## config.mk

```make
export PLATFORM = sky130hd
export DESIGN_NAME = slot_table_allocator_core
export DESIGN_NICKNAME = d
export VERILOG_FILES = /design/src/hw/rtl/sta_pkg.sv /design/src/hw/rtl/sta_cell.sv /design/src/hw/rtl/slot_table_allocator_core.sv
export SDC_FILE = /design/constraint.sdc
export NUM_CORES = 2
export LEC_CHECK = 0
export ABC_AREA = 1
export BUFFER_PORTS_ARGS = -buffer_cell sky130_fd_sc_hd__buf_2
export CAP_MARGIN = 20
export CORE_ASPECT_RATIO = 0.5
export CORE_UTILIZATION = 35
export DETAILED_ROUTE_END_ITERATION = 8
export GPL_TIMING_DRIVEN = 0
export RECOVER_POWER = 25
export SLEW_MARGIN = 25
export SYNTH_ARGS = -nofsm -noshare
export SYNTH_HDL_FRONTEND = slang
export SYNTH_SLANG_ARGS = --single-unit
export TNS_END_PERCENT = 1
```

## constraint.sdc

```tcl
create_clock -name clock -period 3.4 [get_ports clock]
set_input_delay 0.51 -clock clock [delete_from_list [all_inputs] [get_ports clock]]
set_output_delay 0.51 -clock clock [all_outputs]
set_load 0.1 [all_outputs]
```

## src/hw/rtl/sta_pkg.sv

```systemverilog
// Shared types and constants for the slot table allocator.
`timescale 1ns / 1ps
package sta_pkg;

   localparam int SLOTS_DEFAULT = 16;
   localparam int SLOT_W        = 8;
   localparam int HANDLE_W      = 32;
   localparam int OP_W          = 3;
   localparam int REQ_W         = 48;   // 43 payload bits padded to bytes
   localparam int RSP_W         = 48;   // 41 payload bits padded to bytes

   typedef enum logic [OP_W-1:0] {
      OP_ALLOC   = 3'd0,
      OP_MAIN    = 3'd1,
      OP_GET     = 3'd2,
      OP_RELEASE = 3'd3,
      OP_FIND    = 3'd4
   } op_type;

   // request token walking down the cell chain
   typedef struct packed {
      logic                active;
      logic [OP_W-1:0]     op;
      logic [SLOT_W-1:0]   idx;
      logic                oor;        // index beyond table
      logic [HANDLE_W-1:0] handle;     // handle to store or to match
      logic                done;       // a cell already claimed or matched
      logic [SLOT_W-1:0]   slot;       // slot claimed or matched
      logic [HANDLE_W-1:0] rd_handle;  // handle read by get
   } tok_type;

   typedef enum logic [1:0] {
      ST_IDLE,
      ST_SCAN,
      ST_HOLD
   } state_type;

endpackage

```

## src/hw/rtl/sta_cell.sv

```systemverilog
// One slot of the table: used flag, handle and one token stage.
`timescale 1ns / 1ps
module sta_cell #(
   parameter int INDEX = 0
) (
   input  logic            clock,
   input  logic            reset,
   input  sta_pkg::tok_type tok_i,
   output sta_pkg::tok_type tok_o
);
   import sta_pkg::*;

   localparam logic             ALLOC_OK = (INDEX >= 2);
   localparam logic             MAIN_OK  = (INDEX == 1);
   localparam logic             FIND_OK  = (INDEX >= 1);
   localparam logic [SLOT_W-1:0] MY_SLOT = SLOT_W'(INDEX);

   logic                used_ff,   used_in;
   logic [HANDLE_W-1:0] handle_ff, handle_in;
   tok_type             tok_ff,    tok_in;

   logic idx_hit, alloc_hit, main_hit, get_hit, rel_hit, find_hit;

   always_comb begin
      idx_hit   = (tok_i.idx == MY_SLOT);
      alloc_hit = tok_i.active && (tok_i.op == OP_ALLOC) && !tok_i.done && !used_ff
                  && ALLOC_OK;
      main_hit  = tok_i.active && (tok_i.op == OP_MAIN) && MAIN_OK;
      get_hit   = tok_i.active && (tok_i.op == OP_GET) && idx_hit;
      rel_hit   = tok_i.active && (tok_i.op == OP_RELEASE) && idx_hit;
      find_hit  = tok_i.active && (tok_i.op == OP_FIND) && !tok_i.done && FIND_OK
                  && (handle_ff == tok_i.handle);

      used_in   = used_ff;
      handle_in = handle_ff;
      if (alloc_hit || main_hit) begin
         used_in   = 1'b1;
         handle_in = tok_i.handle;
      end else if (rel_hit) begin
         used_in   = 1'b0;
         handle_in = '0;
      end

      tok_in = tok_i;
      if (alloc_hit || find_hit) begin
         tok_in.done = 1'b1;
         tok_in.slot = MY_SLOT;
      end
      if (get_hit) begin
         tok_in.rd_handle = handle_ff;
      end
   end

   always_ff @(posedge clock) begin
      if (reset) begin
         used_ff       <= 1'b0;
         handle_ff     <= '0;
         tok_ff.active <= 1'b0;
      end else begin
         used_ff       <= used_in;
         handle_ff     <= handle_in;
         tok_ff.active <= tok_in.active;
      end
      tok_ff.op        <= tok_in.op;
      tok_ff.idx       <= tok_in.idx;
      tok_ff.oor       <= tok_in.oor;
      tok_ff.handle    <= tok_in.handle;
      tok_ff.done      <= tok_in.done;
      tok_ff.slot      <= tok_in.slot;
      tok_ff.rd_handle <= tok_in.rd_handle;
   end

   assign tok_o = tok_ff;

endmodule

```

## src/hw/rtl/slot_table_allocator_core.sv

```systemverilog
// Top level: slot table allocator built as a chain of slot cells.
// A request item is taken only while the sequencer is idle; the request token
// steps through one slot cell per cycle, and the whole chain is always traversed
// before the result reaches the output register.
// A finished result waits in the output register while the next item is taken.
// Reset (synchronous, active high) frees all slots and zeroes all handles at once.
`timescale 1ns / 1ps
module slot_table_allocator_core #(
   parameter int SLOTS = sta_pkg::SLOTS_DEFAULT
) (
   input  logic                      clock,
   input  logic                      reset,
   // request channel
   input  logic                      req_tvalid,
   output logic                      req_tready,
   input  logic [sta_pkg::REQ_W-1:0] req_tdata,  // opcode[2:0], slot_index[10:3],
                                                 // object_handle[42:11], zero pad
   // result channel
   output logic                      rsp_tvalid,
   input  logic                      rsp_tready,
   output logic [sta_pkg::RSP_W-1:0] rsp_tdata   // status[0], result_slot[8:1],
                                                 // result_handle[40:9], zero pad
);
   import sta_pkg::*;

   localparam logic [SLOT_W:0] SLOT_LIMIT = (SLOT_W + 1)'(SLOTS);
   localparam int              PAD_W      = RSP_W - 1 - SLOT_W - HANDLE_W;

   // token chain: tok[0] enters cell 0, tok[SLOTS] leaves the last cell
   tok_type           tok [0:SLOTS];
   tok_type           tok_launch;
   logic [SLOTS-1:0]  chain_active;

   state_type         state_ff, state_in;
   logic              rsp_valid_ff, rsp_valid_in;
   logic [RSP_W-1:0]  rsp_data_ff, rsp_data_in;
   logic [RSP_W-1:0]  pend_ff, pend_in;

   logic              req_accept;
   logic              out_free;
   logic              res_status;
   logic [SLOT_W-1:0] res_slot;
   logic [HANDLE_W-1:0] res_handle;
   logic [RSP_W-1:0]  res_word;
   tok_type           tok_exit;

   assign req_accept = req_tvalid && req_tready;

   // launch token
   always_comb begin
      tok_launch           = '0;
      tok_launch.active    = req_accept;
      tok_launch.op        = req_tdata[OP_W-1:0];
      tok_launch.idx       = req_tdata[OP_W +: SLOT_W];
      tok_launch.handle    = req_tdata[OP_W+SLOT_W +: HANDLE_W];
      tok_launch.oor       = !({1'b0, req_tdata[OP_W +: SLOT_W]} < SLOT_LIMIT);
   end

   assign tok[0] = tok_launch;

   for (genvar g = 0; g < SLOTS; g++) begin : g_cell
      sta_cell #(
         .INDEX(g)
      ) u_cell (
         .clock(clock),
         .reset(reset),
         .tok_i(tok[g]),
         .tok_o(tok[g+1])
      );
      assign chain_active[g] = tok[g+1].active;
   end

   assign tok_exit = tok[SLOTS];

   // final result from the token leaving the chain
   always_comb begin
      res_status = 1'b1;
      res_slot   = '0;
      res_handle = '0;
      case (tok_exit.op)
         OP_ALLOC, OP_FIND: begin
            res_status = !tok_exit.done;
            res_slot   = tok_exit.done ? tok_exit.slot : '0;
         end
         OP_MAIN: begin
            res_status = 1'b0;
            res_slot   = SLOT_W'(1);
         end
         OP_GET: begin
            res_status = tok_exit.oor;
            res_handle = tok_exit.oor ? '0 : tok_exit.rd_handle;
         end
         OP_RELEASE: begin
            res_status = tok_exit.oor;
         end
         default: begin
            res_status = 1'b1;   // unknown opcode
         end
      endcase
      res_word = {{PAD_W{1'b0}}, res_handle, res_slot, res_status};
   end

   // sequencer and output register
   assign out_free = !rsp_valid_ff || rsp_tready;

   always_comb begin
      state_in     = state_ff;
      rsp_valid_in = rsp_valid_ff && !rsp_tready;
      rsp_data_in  = rsp_data_ff;
      pend_in      = pend_ff;
      req_tready   = 1'b0;
      unique case (state_ff)
         ST_IDLE: begin
            req_tready = 1'b1;
            if (req_accept) begin
               state_in = ST_SCAN;
            end
         end
         ST_SCAN: begin
            if (tok_exit.active) begin
               if (out_free) begin
                  rsp_valid_in = 1'b1;
                  rsp_data_in  = res_word;
                  state_in     = ST_IDLE;
               end else begin
                  pend_in  = res_word;
                  state_in = ST_HOLD;
               end
            end
         end
         ST_HOLD: begin
            if (out_free) begin
               rsp_valid_in = 1'b1;
               rsp_data_in  = pend_ff;
               state_in     = ST_IDLE;
            end
         end
         default: begin
            state_in = ST_IDLE;
         end
      endcase
   end

   always_ff @(posedge clock) begin
      if (reset) begin
         state_ff     <= ST_IDLE;
         rsp_valid_ff <= 1'b0;
      end else begin
         state_ff     <= state_in;
         rsp_valid_ff <= rsp_valid_in;
      end
      rsp_data_ff <= rsp_data_in;
      pend_ff     <= pend_in;
   end

   assign rsp_tvalid = rsp_valid_ff;
   assign rsp_tdata  = rsp_data_ff;

`ifndef SYNTHESIS
   // at most one request token in the chain
   a_one_token: assert property (@(posedge clock) disable iff (reset)
      $onehot0(chain_active))
      else $error("more than one token in the slot chain");

   // an accepted item launches a token into the first cell
   a_launch: assert property (@(posedge clock) disable iff (reset)
      req_accept |=> chain_active[0])
      else $error("accepted item did not enter the chain");

   // a held result only exists while the output register is occupied
   a_hold_blocked: assert property (@(posedge clock) disable iff (reset)
      (state_ff == ST_HOLD) |-> rsp_valid_ff)
      else $error("result held while output register is empty");

   // no token in flight while idle
   a_idle_empty: assert property (@(posedge clock) disable iff (reset)
      (state_ff == ST_IDLE) |-> (chain_active == '0))
      else $error("token in chain while sequencer idle");
`endif

endmodule
```

* Word-level counts from Yosys, hierarchy flattened
Cells that the tools add are included.
Widths: inputs -> output; s select.
** Storage, ports and cells
- Register bits after elaboration :: 1881
- Input bits :: 52
- Output and inout port bits :: 50
- Word-level logic and storage cells :: 568
** Operators by class
- Order comparisons :: 1
- Eq/ne operators :: 86
- Muxes and demuxes :: 91
- Bitwise gates (word level) :: 1
- Reduce and logical (&&, ||, !) cells :: 233
** Operators with widths (number)
- $mux 32 :: 46
- $eq 32x32->1 :: 15
- $logic_and 1x1->1 :: 149
- $mux 48 :: 3
- $eq 3x2->1 const B :: 32
- $pmux 48 s2 :: 1
- $eq 8x4->1 const B :: 8
- $eq 3x3->1 const B :: 16
- $logic_not 3->1 :: 15
- $eq 8x3->1 const B :: 4
- $logic_not 1->1 :: 32
- $reduce_bool 2->1 :: 16
- $mux 1 :: 31
- $eq 8x2->1 const B :: 2
- $pmux 8 s2 :: 1
- $logic_or 1x1->1 :: 15
- $mux 9 :: 1
- $eq 8x1->1 const B :: 1
- $lt 8x5->1 const B :: 1
- $mux 2 :: 4
- $mux 8 :: 1
- $eq 3x1->1 const B :: 2
- $ne 2x2->1 const B :: 3
- $pmux 2 s3 :: 1
- other kinds (10) :: 12

* Logic depth before layout (Yosys ltp)
- Depth after elaboration :: 6
- Mapped depth :: 11
- Mapped depth without buffers :: 11

* Modules after synthesis
A second synthesis with hierarchy kept.
** Second synthesis, totals
- Cell total of the unflattened synthesis :: 7786
- Area, all modules :: 68683.4 um^2
** By module, submodules not included
- sta_cell (g_cell[10].u_cell ...) :: instances 6, cells an instance 483, area an instance 4197.8 um^2, sequential area each 2382.3 um^2
- sta_cell (g_cell[2].u_cell ...) :: instances 3, cells an instance 482, area an instance 4169.0 um^2, sequential area each 2382.3 um^2
- sta_cell (g_cell[11].u_cell ...) :: instances 2, cells an instance 491, area an instance 4241.6 um^2, sequential area each 2382.3 um^2
- sta_cell (g_cell[13].u_cell ...) :: instances 2, cells an instance 469, area an instance 4038.9 um^2, sequential area each 2382.3 um^2
- sta_cell (g_cell[1].u_cell) :: instances 1, cells an instance 543, area an instance 4290.4 um^2, sequential area each 2362.3 um^2
- sta_cell (g_cell[15].u_cell) :: instances 1, cells an instance 451, area an instance 4040.1 um^2, sequential area each 2382.3 um^2
- slot_table_allocator_core :: instances 1, cells an instance 359, area an instance 3952.5 um^2, sequential area each 2522.4 um^2
- sta_cell (g_cell[0].u_cell) :: instances 1, cells an instance 169, area an instance 2145.8 um^2, sequential area each 1721.7 um^2

* Least setup slack after synthesis
OpenSTA, ideal clock, no wires.
- Path kind :: register -> register
- Start point :: reg rsp_valid_ff (netlist: rsp_tvalid)
- End point :: reg pend_ff[0] (enable)
- Setup time :: 431 ps
- Arrival time :: 3067 ps
- Required time :: 2969 ps
- Path slack :: -98 ps
- Stages on the path, launching flop included :: 6
- Buffers on the path :: 0
- Clock period less this slack :: 3498 ps
- Path through :: dfxtp_1 inv_1 or2_2 nor2_1 inv_1 nor2_1
** Between the ends
- Longest elaborated chain between the ends :: 4
** Ends and longest elaborated chain
- start: declaration :: line slot_table_allocator_core.sv:35 : logic rsp_valid_ff, rsp_valid_in;
- start signal: assignment :: line slot_table_allocator_core.sv:150 : rsp_valid_ff <= rsp_valid_in;
- $logic_not 1->1 :: line slot_table_allocator_core.sv:104 : assign out_free = !rsp_valid_ff || rsp_tready;
- $logic_or 1x1->1 :: line slot_table_allocator_core.sv:104
- $not 1->1 (no line)
- $reduce_and 3->1 (no line)
- end signal: assignment :: line slot_table_allocator_core.sv:153 : pend_ff <= pend_in;
- end: declaration :: line slot_table_allocator_core.sv:37 : logic [RSP_W-1:0] pend_ff, pend_in;
Every way passes these cells.
A chain may end at the register's enable or synchronous reset.

==> impl_metrics.csv <==
group,metric,value,unit
run_status,status,"complete, but fails checks",
run_status,violations,"design-rule violations",
grt,antenna_found_initial,3,
drt,wl,135000,um
clock_tree,cts_tree,"built",
synthesis,synth_top_family_by_area,"simple AND/OR/NAND/NOR gates",
placed_design,io_buffers,84,
synthesis,synth_simple_gate_area_share,0.184,
placed_design,place_ws,0.384,ns
floorplan,rows,106,
clock_tree,cts-root-buf,"clkbuf_16",
synthesis,synth_edf_count,74,
timing,setup_ws,0.830,ns
clock_tree,cts_sinks,1794,
worst_setup_path,worst_path_max_delay_cell,"o21ai_0",
layout,utilization,0.409,
synthesis,ys_warn_count,0,
clock_tree,clock_latency,0.78,ns
worst_setup_path,path_cells,"nor2_1 > nand3_1 > nor2_1 > nand2_2 > clkbuf_1 > o21ai_0",
clock_tree,clockBufferDepth,4,
clock_tree,cts_made_buffers,155,
timing,fmax,0.389,GHz
worst_setup_path,crit_required,3.99,ns
synthesis,synth_mux_area_frac,0.0340,
clock_tree,cts_setup_buffers,0,
timing,max_slew_margin,0.238,
floorplan,core-area,0.168,sq mm
floorplan,die_y,294,um
worst_setup_path,cp-start-kind,"register",
layout,multiInputGateArea,0.0194,sq mm
layout,n_fill_cell,16804,
power,ir_worst_vdd,0.380,mV
hold_path,whs_path_depth,5,
power,p_leak,26.6,nW
timing,slew_viol_final,0,
synthesis,synth_cells,6707,
grt,grt_max_degree,28,
run,maxCapViolations,0,
worst_setup_path,critPathMostFrequentCell,"nor2_1",
synthesis,synth-seq-area-share,0.612,
layout,nets,7060,
worst_setup_path,cp_num_buf_inv,1,
synthesis,synth-xor-area-share,0.0295,
layout,seqCellArea,0.0367,sq mm
worst_setup_path,cp.depth,6,
drt,drt-initial-drc-count,2821,
clock_tree,clk_pin_slew_worst_paths,0.07,ns
synthesis,synth_compound_area_frac,0.0757,
synthesis,async_reset_ff_frac,0,
layout,areaGrowthSynthToFinish,14.9,%
floorplan,die_w,587,um
layout,drive_above_1_share,0.0949,
drt,vias_per_cell,4.29,
hold_path,holdCritPathClass,"input pin to register",
drt,ant_nets,0,
layout,fin_area,0.0688,sq mm
timing,tightestPinTransition,1.14,ns
timing,finalSetupViolations,0,
clock_tree,cts_max_level,4,
floorplan,ios,102,
worst_setup_path,crit_fanout,10,
worst_setup_path,critPathCaptureType,"register",
timing,final.min_clock_period,2.57,ns
grt,grt.overflow.total,0,
timing,hold_violations,0,
synthesis,syn_area,0.0599,sq mm
drt,first_pass_iters,9,
timing,timing.final.crit_share,0.756,
drt,via_count,40257,
placed_design,place_congestion,0.841,
timing,rsz0062_at_grt,"no",
placed_design,dpl-instance-area,0.0633,sq mm
drt,wire_per_inst,14.4,um
power,powerDensity,606,mW/mm^2
worst_setup_path,slowest_delay,0.63,ns
worst_setup_path,r2r_cells,6,
synthesis,synth-main-ff-cell,"dfxtp_1",
drt,drc,2,
timing,holdWs,0.193,ns
worst_setup_path,path_delay_family,"simple AND/OR/NAND/NOR gates",
floorplan,start_util,0.356,
timing,fin_skew,0.0364,ns
placed_design,hpwl,101000,um
synthesis,synth_area_per_cell,8.93,sq um
grt,grt_first_pass_wirelength,213000,um
synthesis,synthAdderAreaFrac,0.000627,
worst_setup_path,critical_path_arrival,3.16,ns
floorplan,dieArea,0.173,sq mm
worst_setup_path,crit_type,"register to register",
synthesis,synth_cell_types,47,
grt,grt_usage,0.154,
synthesis,synth_seq_cells,1794,
grt,grt_pass1_vias,38354,
what timing repair did:
action	4_1_cts	5_1_grt
hold buffers	44	0
hold endpoints to repair	45	0
resized for setup	0	0
layout make-up:
type / instances / area share
clock inverter: 44 / 0.00771
inverter: 675 / 0.0369
antenna: 1 / 0.0000364
buffer: 262 / 0.0189
clock buffer: 222 / 0.0663
multi-input combinational: 3986 / 0.283
tap: 2268 / 0.0412
sequential: 1794 / 0.533
timing repair buffer: 131 / 0.0137
tightest hold or removal path, stage by stage:
cell and delay, ns:
buf_2 0.08, or2_2 0.12, nor2_1 0.06, nor2_1 0.09, nor2_1 0.05
cell usage in the layout (no fill, tap or decap), types with 13 or more instances in the layout:
master | netlist | layout
nor3_1 | 22 | 22
buf_2 | 85 | 167
nand3b_1 | 26 | 26
o21ai_0 | 317 | 317
dlygate4sd3_1 | 0 | 44
or2_2 | 18 | 18
nor2_1 | 390 | 388
o21ai_1 | 20 | 20
clkbuf_16 | 0 | 162
dfxtp_1 | 1720 | 1720
o22ai_1 | 22 | 22
mux2_4 | 14 | 14
clkbuf_1 | 134 | 164
xor2_1 | 45 | 45
clkinv_2 | 0 | 25
nand4_1 | 53 | 53
mux2_1 | 21 | 21
xnor2_1 | 157 | 157
clkbuf_8 | 0 | 28
buf_6 | 13 | 13
buf_4 | 28 | 28
a21oi_1 | 498 | 498
inv_1 | 663 | 663
mux2_2 | 141 | 141
nand3_1 | 259 | 259
nand2_1 | 1911 | 1911
edfxtp_1 | 74 | 74
cells in the mapped netlist, drive strengths merged (19+ instances only):
master,instances,area share
nand2,1917,0.12
dfxtp,1720,0.58
inv,675,0.042
a21oi,504,0.043
nor2,399,0.025
o21ai,337,0.028
nand3,267,0.023
mux2,176,0.034
xnor2,157,0.023
clkbuf,134,0.0084
buf,128,0.013
edfxtp,74,0.037
nand4,56,0.0063
xor2,45,0.0066
nand3b,26,0.0033
nor3,25,0.0025
o22ai,22,0.0023
or2,19,0.0020
report_power, final:
| part | switching, mW | internal (mW) |
|---|---|---|
| sequential | 0.466 | 21.7 |
| combinational | 1.31 | 0.418 |
| clock | 7.64 | 10.2 |
sequential cells by signal, indices dropped and copies added (netlist names):
signal and count:
rsp_tdata 37, state_ff 2, g_cell.u_cell.tok_o 1223, pend_ff 37, g_cell.u_cell.handle_ff 480, rsp_tvalid 1, g_cell.u_cell.used_ff 14
final timing paths:
kind | start | endpoint | slack, ns
worst min-delay path | rsp_tready | state_ff[1]$_SDFFE_PP0P_ | 0.19
worst min register to register | g_cell[6].u_cell.tok_o[73]$_DFF_P_ | g_cell[7].u_cell.tok_o[73]$_DFF_P_ | 0.33
worst max-delay path | g_cell[14].u_cell.tok_o[78]$_DFF_P_ | g_cell[15].u_cell.tok_o[0]$_DFF_P_ | 0.83
worst max register to register | g_cell[14].u_cell.tok_o[78]$_DFF_P_ | g_cell[15].u_cell.tok_o[0]$_DFF_P_ | 0.83
cell families after synthesis:
logic type | count (synthesis)
multiplexers | 176
other | 1
adder cells (fa/ha/maj) | 3
XOR/XNOR | 202
flip-flops | 1794
AO/OA/AOI/OAI | 876
AND/OR/NAND/NOR | 2718
buffers and inverters | 937
layer usage:
metal / wire length [um] / up-vias / global-route usage / part of all wire
li1: - / 21651 / - / -
met1: 69300 / 17714 / 0.218 / 0.51
met2: 57100 / 674 / 0.241 / 0.42
met3: 4880 / 218 / 0.0242 / 0.036
met4: 3620 / 0 / 0.0456 / 0.027
met5: 0 / - / 0 / 0
through the flow:
step | power [mW] | TNS [ns] | std cells
finish | 41.7 | 0 | 9383
global route | 43.3 | 0 | 9382
CTS | 42.2 | 0 | 9382
detailed placement | 24.4 | 0 | 9072
global placement | 24.3 | -25.41 | 9069
floorplan | 23.8 | 0 | 6717
Power figures use the tool's default switching activity.
